### src/hw/rtl/bpls_pkg.sv
package bpls_pkg;

	localparam int FRAC_BITS_DEF = 16;
	localparam int COORD_W = 32;
	localparam int CFG_IDX_W = 3;
	localparam int CFG_DATA_W = 48;
	localparam int COLOUR_W = 48;
	localparam int DPOWER_W = 32;
	localparam int SHINE_W = 16;
	localparam int SUM_W = 40;
	localparam int VEC_W = 34;
	localparam int MAG_W = 30;
	localparam int RAD_W = 62;
	localparam int ROOT_W = 31;
	localparam int DEN_W = 34;
	localparam int QUO_W = 32;
	localparam int Q30_W = 31;
	localparam int MUL_W = 33;
	localparam int QUEUE_DEPTH = 2;

	localparam logic [DPOWER_W-1:0] DPOWER_RST = 32'd65536;
	localparam logic [SHINE_W-1:0] SHINE_RST = 16'd8192;

	typedef enum logic [CFG_IDX_W-1:0] {
		REG_AMBIENT  = 3'd0,
		REG_DIFFUSE  = 3'd1,
		REG_SPECULAR = 3'd2,
		REG_DPOWER   = 3'd3,
		REG_SHINE    = 3'd4
	} cfg_reg_t;

	typedef enum logic {
		KIND_SURFACE = 1'b0,
		KIND_LIGHT   = 1'b1
	} kind_t;

	typedef struct packed {
		logic [COLOUR_W-1:0] ambient;
		logic [COLOUR_W-1:0] diffuse;
		logic [COLOUR_W-1:0] specular;
		logic [DPOWER_W-1:0] dpower;
		logic [SHINE_W-1:0]  shine;
	} cfg_t;

	typedef struct packed {
		kind_t                    kind;
		logic                     last;
		logic [2:0][COORD_W-1:0]  ray;
		logic [2:0][COORD_W-1:0]  point;
		logic [2:0][COORD_W-1:0]  normal;
	} item_t;

	typedef struct packed {
		logic busy;
		logic done;
	} unit_st_t;

	typedef enum logic [5:0] {
		S_IDLE, S_UMAG, S_USQ, S_UACC, S_USQRT_GO, S_USQRT, S_UDIV_GO, S_UDIV,
		S_UDONE, S_DOTM, S_DOTA, S_DCLAMP, S_HVEC, S_POW0, S_PNORM, S_PSQM,
		S_PSQA, S_PTM, S_PTA, S_PEXM, S_PEXA, S_PFIN, S_RDGO, S_RDW, S_RSGO,
		S_RSW, S_TM1, S_TM2, S_TM3, S_TM4, S_TM5, S_SAT, S_EMIT
	} state_t;

	// integer square root, elaboration use only
	function automatic logic [63:0] isqrt_c(input logic [63:0] v);
		logic [63:0] q;
		logic [63:0] res;
		logic [63:0] bitv;
		q = v;
		res = '0;
		bitv = 64'd1 << 62;
		for (int i = 0; i < 32; i++) begin
			if (q >= res + bitv) begin
				q = q - (res + bitv);
				res = (res >> 1) + bitv;
			end else begin
				res = res >> 1;
			end
			bitv = bitv >> 2;
		end
		return res;
	endfunction

	// 2^(-2^-k) in Q1.30, entry 0 is 0.5
	typedef logic [16:0][Q30_W-1:0] pow_tab_t;

	function automatic pow_tab_t pow_tab();
		pow_tab_t t;
		logic [63:0] c;
		c = 64'd1 << 29;
		t[0] = c[Q30_W-1:0];
		for (int k = 1; k <= 16; k++) begin
			c = isqrt_c(c << 30);
			t[k] = c[Q30_W-1:0];
		end
		return t;
	endfunction

	localparam pow_tab_t POW_TAB = pow_tab();

endpackage

### src/hw/rtl/bpls_front.sv
module bpls_front import bpls_pkg::*; (
	input  logic               clk,
	input  logic               arst_n,
	input  logic               in_valid,
	output logic               in_ready,
	input  logic               op,
	input  logic [COORD_W-1:0] ray_x,
	input  logic [COORD_W-1:0] ray_y,
	input  logic [COORD_W-1:0] ray_z,
	input  logic [COORD_W-1:0] point_x,
	input  logic [COORD_W-1:0] point_y,
	input  logic [COORD_W-1:0] point_z,
	input  logic [COORD_W-1:0] normal_x,
	input  logic [COORD_W-1:0] normal_y,
	input  logic [COORD_W-1:0] normal_z,
	input  logic               last_light,
	input  logic               pop,
	output logic               item_valid,
	output item_t              item
);
	localparam int PTR_W = $clog2(QUEUE_DEPTH);
	localparam int CNT_W = PTR_W + 1;

	item_t            mem_q [QUEUE_DEPTH];
	logic [PTR_W-1:0] wp_q, rp_q;
	logic [CNT_W-1:0] cnt_q;
	item_t            cls;
	logic             push;

	// classify and pack the incoming transaction
	always_comb begin
		cls.kind   = kind_t'(op);
		cls.last   = last_light;
		cls.ray    = {ray_z, ray_y, ray_x};
		cls.point  = {point_z, point_y, point_x};
		cls.normal = {normal_z, normal_y, normal_x};
	end

	assign in_ready   = (cnt_q < CNT_W'(QUEUE_DEPTH));
	assign push       = in_valid && in_ready;
	assign item_valid = (cnt_q != '0);
	assign item       = mem_q[rp_q];

	// queue pointers and fill count
	always_ff @(posedge clk or negedge arst_n) begin
		if (!arst_n) begin
			wp_q  <= '0;
			rp_q  <= '0;
			cnt_q <= '0;
		end else begin
			if (push) wp_q <= wp_q + 1'b1;
			if (pop) rp_q <= rp_q + 1'b1;
			cnt_q <= cnt_q + CNT_W'(push) - CNT_W'(pop);
		end
	end

	// queue storage
	always_ff @(posedge clk) begin
		if (push) mem_q[wp_q] <= cls;
	end

	a_pop_nonempty: assert property (@(posedge clk) disable iff (!arst_n)
		pop |-> cnt_q != '0) else $error("pop from empty queue");
	a_cnt_bound: assert property (@(posedge clk) disable iff (!arst_n)
		push && !pop |-> cnt_q < CNT_W'(QUEUE_DEPTH)) else $error("queue overrun");

endmodule

### config.mk
export PLATFORM = sky130hd
export DESIGN_NAME = bpls_front
export DESIGN_NICKNAME = d
export VERILOG_FILES = /design/src/hw/rtl/bpls_pkg.sv /design/src/hw/rtl/bpls_front.sv
export SDC_FILE = /design/constraint.sdc
export NUM_CORES = 1
export LEC_CHECK = 0
export BUFFER_PORTS_ARGS = -buffer_cell sky130_fd_sc_hd__buf_4
export CORE_AREA = 2 2 229 231
export DETAILED_ROUTE_END_ITERATION = 10
export DIE_AREA = 0 0 231 233
export PLACE_DENSITY = 0.75
export SLEW_MARGIN = 15
export SYNTH_ARGS = -nofsm -noshare
export SYNTH_HDL_FRONTEND = slang
export SYNTH_SLANG_ARGS = --single-unit
### constraint.sdc
create_clock -name clk -period 16.95 [get_ports clk]
set_clock_uncertainty 0.1 [all_clocks]
set_input_delay 2.5425 -clock clk [delete_from_list [all_inputs] [get_ports clk]]
set_output_delay 2.5425 -clock clk [all_outputs]
set_load 0.005 [all_outputs]
== After elaboration in Yosys (flattened, before gate mapping) ==
Memory sizes are Yosys's and may differ from the RTL's.
Cells that the tools add are included.

* Add/subtract/negate cells: 4
* Multipliers: 0
* Div/mod/pow operators: 0
* $lt $le $gt $ge: 1
* Eq/ne operators: 0
* Shifts and indexed selects: 0
* Muxes and demuxes: 2
* Bitwise gates (word level): 0
* Reductions and logical operators: 2

{| class="wikitable"
|+ Operators with widths
! operator !! count
|-
| 1-bit adder, second input constant || 2
|-
| 2-bit by 1-bit adder with 2-bit output || 1
|-
| 2-bit < comparator, second input constant || 1
|-
| 1-bit two-way mux || 2
|-
| 2-bit nonzero test || 1
|-
| 2-bit by 1-bit subtractor with 2-bit output || 1
|-
| 1-bit logical AND || 1
|}

* Bits in registers: 4
* Latch bits: 0
* Bits in writable memories: 580
* Memory bits (read-only): 0
* Input bits: 294
* Output and inout bits: 292
* Logic and storage cells: 13
* Memories: 1

{| class="wikitable"
|+ Memory list
! name !! words !! width !! read ports !! clocked after memory_dff !! write ports !! line !! text
|-
| mem_q || 2 || 290 || 1 || 0 || 1 || bpls_front.sv:24 || <nowiki>item_t mem_q [QUEUE_DEPTH];</nowiki>
|}

== Depth between registers and ports, before layout ==
* Depth in word-level cells: 4
* Mapped depth: 5
* Gate-level depth less buffers: 5

== Worst setup path before layout ==
Ideal clock, no wire load.

* Kind: input-to-reg
* Start: input port in_valid
* End: memory mem_q[0][0] (netlist name) (enable)
* Setup time: 0.947 ns
* Arrival: 14.661 ns
* Required time: 15.903 ns
* Setup slack: 1.242 ns
* Cell stages on the path: 2
* Path buffers: 0
* Cells stage by stage: nand2_1 -> nor2_1

* Cells in the longest elaborated chain, start to end: 3

{| class="wikitable"
|+ Ends and longest elaborated chain
! element !! line !! text
|-
| start: declaration || bpls_front.sv:4 || <nowiki>input logic in_valid,</nowiki>
|-
| 1-bit logical AND || bpls_front.sv:40 || <nowiki>assign push = in_valid && in_ready;</nowiki>
|-
| 1-bit two-way mux || bpls_front.sv:59 || <nowiki>if (push) mem_q[wp_q] <= cls;</nowiki>
|-
| 1-bit two-way mux (implied by the code) || bpls_front.sv:59 ||
|-
| end: declaration || bpls_front.sv:24 ||
|}

No other way between the ends.

==> results.cfg <==
[synthesis]
synth_sequential_area_ratio_pct = 82.52
yosys_register_bits = 584
mapped_area_um2 = 21230
mapped_nets = 1213
synth.yosys.warnings = 0
synth_cells = 918
synthDistinctLibCells = 14
synth_area_per_cell_um2 = 23.12

[sta]
period_minus_slack_ps = 5976
grt_setup_unrepaired = no
max_slew_margin_pct = 29.84
slew_violations = 0
achievable-frequency_ghz = 0.1673
timing_hold_violations_final = 0
post-route-period-util_pct = 35.26
tightest_slew_ps = 1052
finalSetupViolCount = 0
fin_setup_tns_ps = 0
worst_hold_slack_ps = 409.7

[run_status]
run_status = finished, final reports clean

[floorplan]
num_io_pins = 586
core_area_um2 = 51090
die_area_um2 = 53820
row_count = 83
initial_standard_cell_utilization_of_the_core_pct = 41.55
die-height_um = 233
die_w_um = 231

[drt]
dr_total_vias = 10860
detail_route.wl_per_cell_um = 21.00
detail_route.first_pass.iterations = 4
postRouteWirelength_um = 47600
routed_via_density = 4.792
antenna_violating_nets_post_route = 0
drtIter0Drc = 464
route.detailed.drc = 0

[clock_tree]
cts.sinks = 584
cts_setup_buffers = 0
tritoncts = yes
cts_repair_resize_count = 0
cts.reportedPaths.clkPinSlew_ps = 60
ctsRootBufferMaster = clkbuf_16
hold_buffers = 0
numCtsBuffers = 57
worst_skew_pair.late_latency_ps = 580
htree_num_levels = 2
cts-root-to-sink-buffers = 3

[worst_setup_path]
worstPathRequired_ps = 14310
worst_setup_path_end_kind = output port
cp-start-kind = register
worstPathArrival_ps = 3330
timing.setup.critical_path_class = register to output port
cp_max_fo = 77

[final_layout]
highest_count_cells_in_the_layout_ignoring_fill_and_taps = 594 x buf_4, 580 x edfxtp_1, 290 x mux2_2
finalInstanceArea_um2 = 28060
final_layout_size_suffix_gt1_share_pct = 61.14
final_cells = 2266
final_net_count = 1835
area_delta_synth_final_pct = 32.18
num-fill-cells = 3870
final_common_cell = buf_4

[run]
drv_cap = 0

[power]
power-per-cell-area_nw_per_um2 = 162.6
static_leakage_nw = 10.34
ir_worst_vdd_v = 0.0001660

[placement]
count_of_input_and_output_buffers = 585
dp_hpwl_um = 32720
gpl.final_weighted_congestion = 0.7929
dpl.cell_count = 2161
placed_area_um2 = 26210

[grt]
grt_pass1_vias = 11410
grt.overflow.total = 0
grt_first_pass_wirelength_um = 67990
grt_usage_pct = 16.91
initial_antenna_violation_count = 2
grt_start_max_net_pins = 141

[min_path]
hold_path_class = register to register
## registers in the layout, indices dropped and copies added, names as in the netlist
register  flops
rp_q          1
wp_q          1
cnt_q         2
mem_q       580
## per-stage QoR
stage | util, % | power, W | worst slack (ps)
6_report | 54.91 | 0.004563 | 10970
3_5_place_dp | 51.31 | 0.003372 | 11360
4_1_cts | 54.91 | 0.004621 | 10930
2_1_floorplan | - | 0.002828 | 1242
3_3_place_gp | 51.31 | 0.003347 | 11390
5_1_grt | 54.91 | 0.004763 | 10760
## kinds of logic after synthesis
group                      after synthesis  synth area share (%)
muxes                                  290                 15.38
and+or+nand+nor                          5                0.1356
DFF                                    584                 82.52
buffers and inverters                   33                 1.715
AOI/OAI and AO/OA                        1               0.02355
xor gates and xnor gates                 4                0.1651
adders and majority gates                1               0.05893
## per-layer routing
layer  up-vias  global-route usage, %  wire [µm]
met2       461                  29.08      24180
met4         2                  5.585       1189
li1       4931                      -          -
met5         -                      0         11
met3        73                  7.206       4905
met1      5391                  18.91      17310
## critical path, stage by stage (launching register included)
cell and delay (ps):
dfrtp_4 1090, buf_4 900, mux2_2 440, buf_4 140
## Yosys cell counts
cell type	count	area share, %
edfxtp_1	580	82
mux2_2	290	15
buf_6	32	1.7
dfrtp_1	4	0.47
xnor2_1	2	0.083
xor2_1	2	0.083
and3_1	1	0.029
ha_1	1	0.059
inv_1	1	0.018
nand2_1	1	0.018
nor2_1	1	0.018
o21ai_1	1	0.024
or2_2	1	0.029
or3b_1	1	0.041
## final timing paths
path / start / end / slack [ps] / cells past startpoint
max in group asynchronous: arst_n / rp_q / 14980 / 1
min in group asynchronous: arst_n / cnt_q[1] / 1650 / 1
min: cnt_q[0] / cnt_q[0] / 410 / 1
min reg2reg: cnt_q[0] / cnt_q[0] / 410 / 1
max reg2reg: cnt_q[1] / mem_q[0][254] / 13500 / 5
max: rp_q / item[174] / 10970 / 3
## report_power, final
part | internal [W] | switching, W | leakage, nW
Clock | 0.000725 | 0.000510 | 0.898
Sequential | 0.00192 | 0.0000904 | 5.39
Combinational | 0.000713 | 0.000605 | 4.05
Total | 0.00336 | 0.00121 | 10.3
## final cells by class
type,count,area (µm²),share of cell area [%]
clock buffer,70,1518,5.409
timing repair buffer,595,4479,15.96
antenna,1,2.502,0.008919
inverter,1,3.754,0.01338
clock inverter,34,324.1,1.155
multi-input combinational,301,3359,11.97
tap,680,850.8,3.032
sequential,584,17520,62.44
Note: power is estimated with default switching activity, not from simulation.
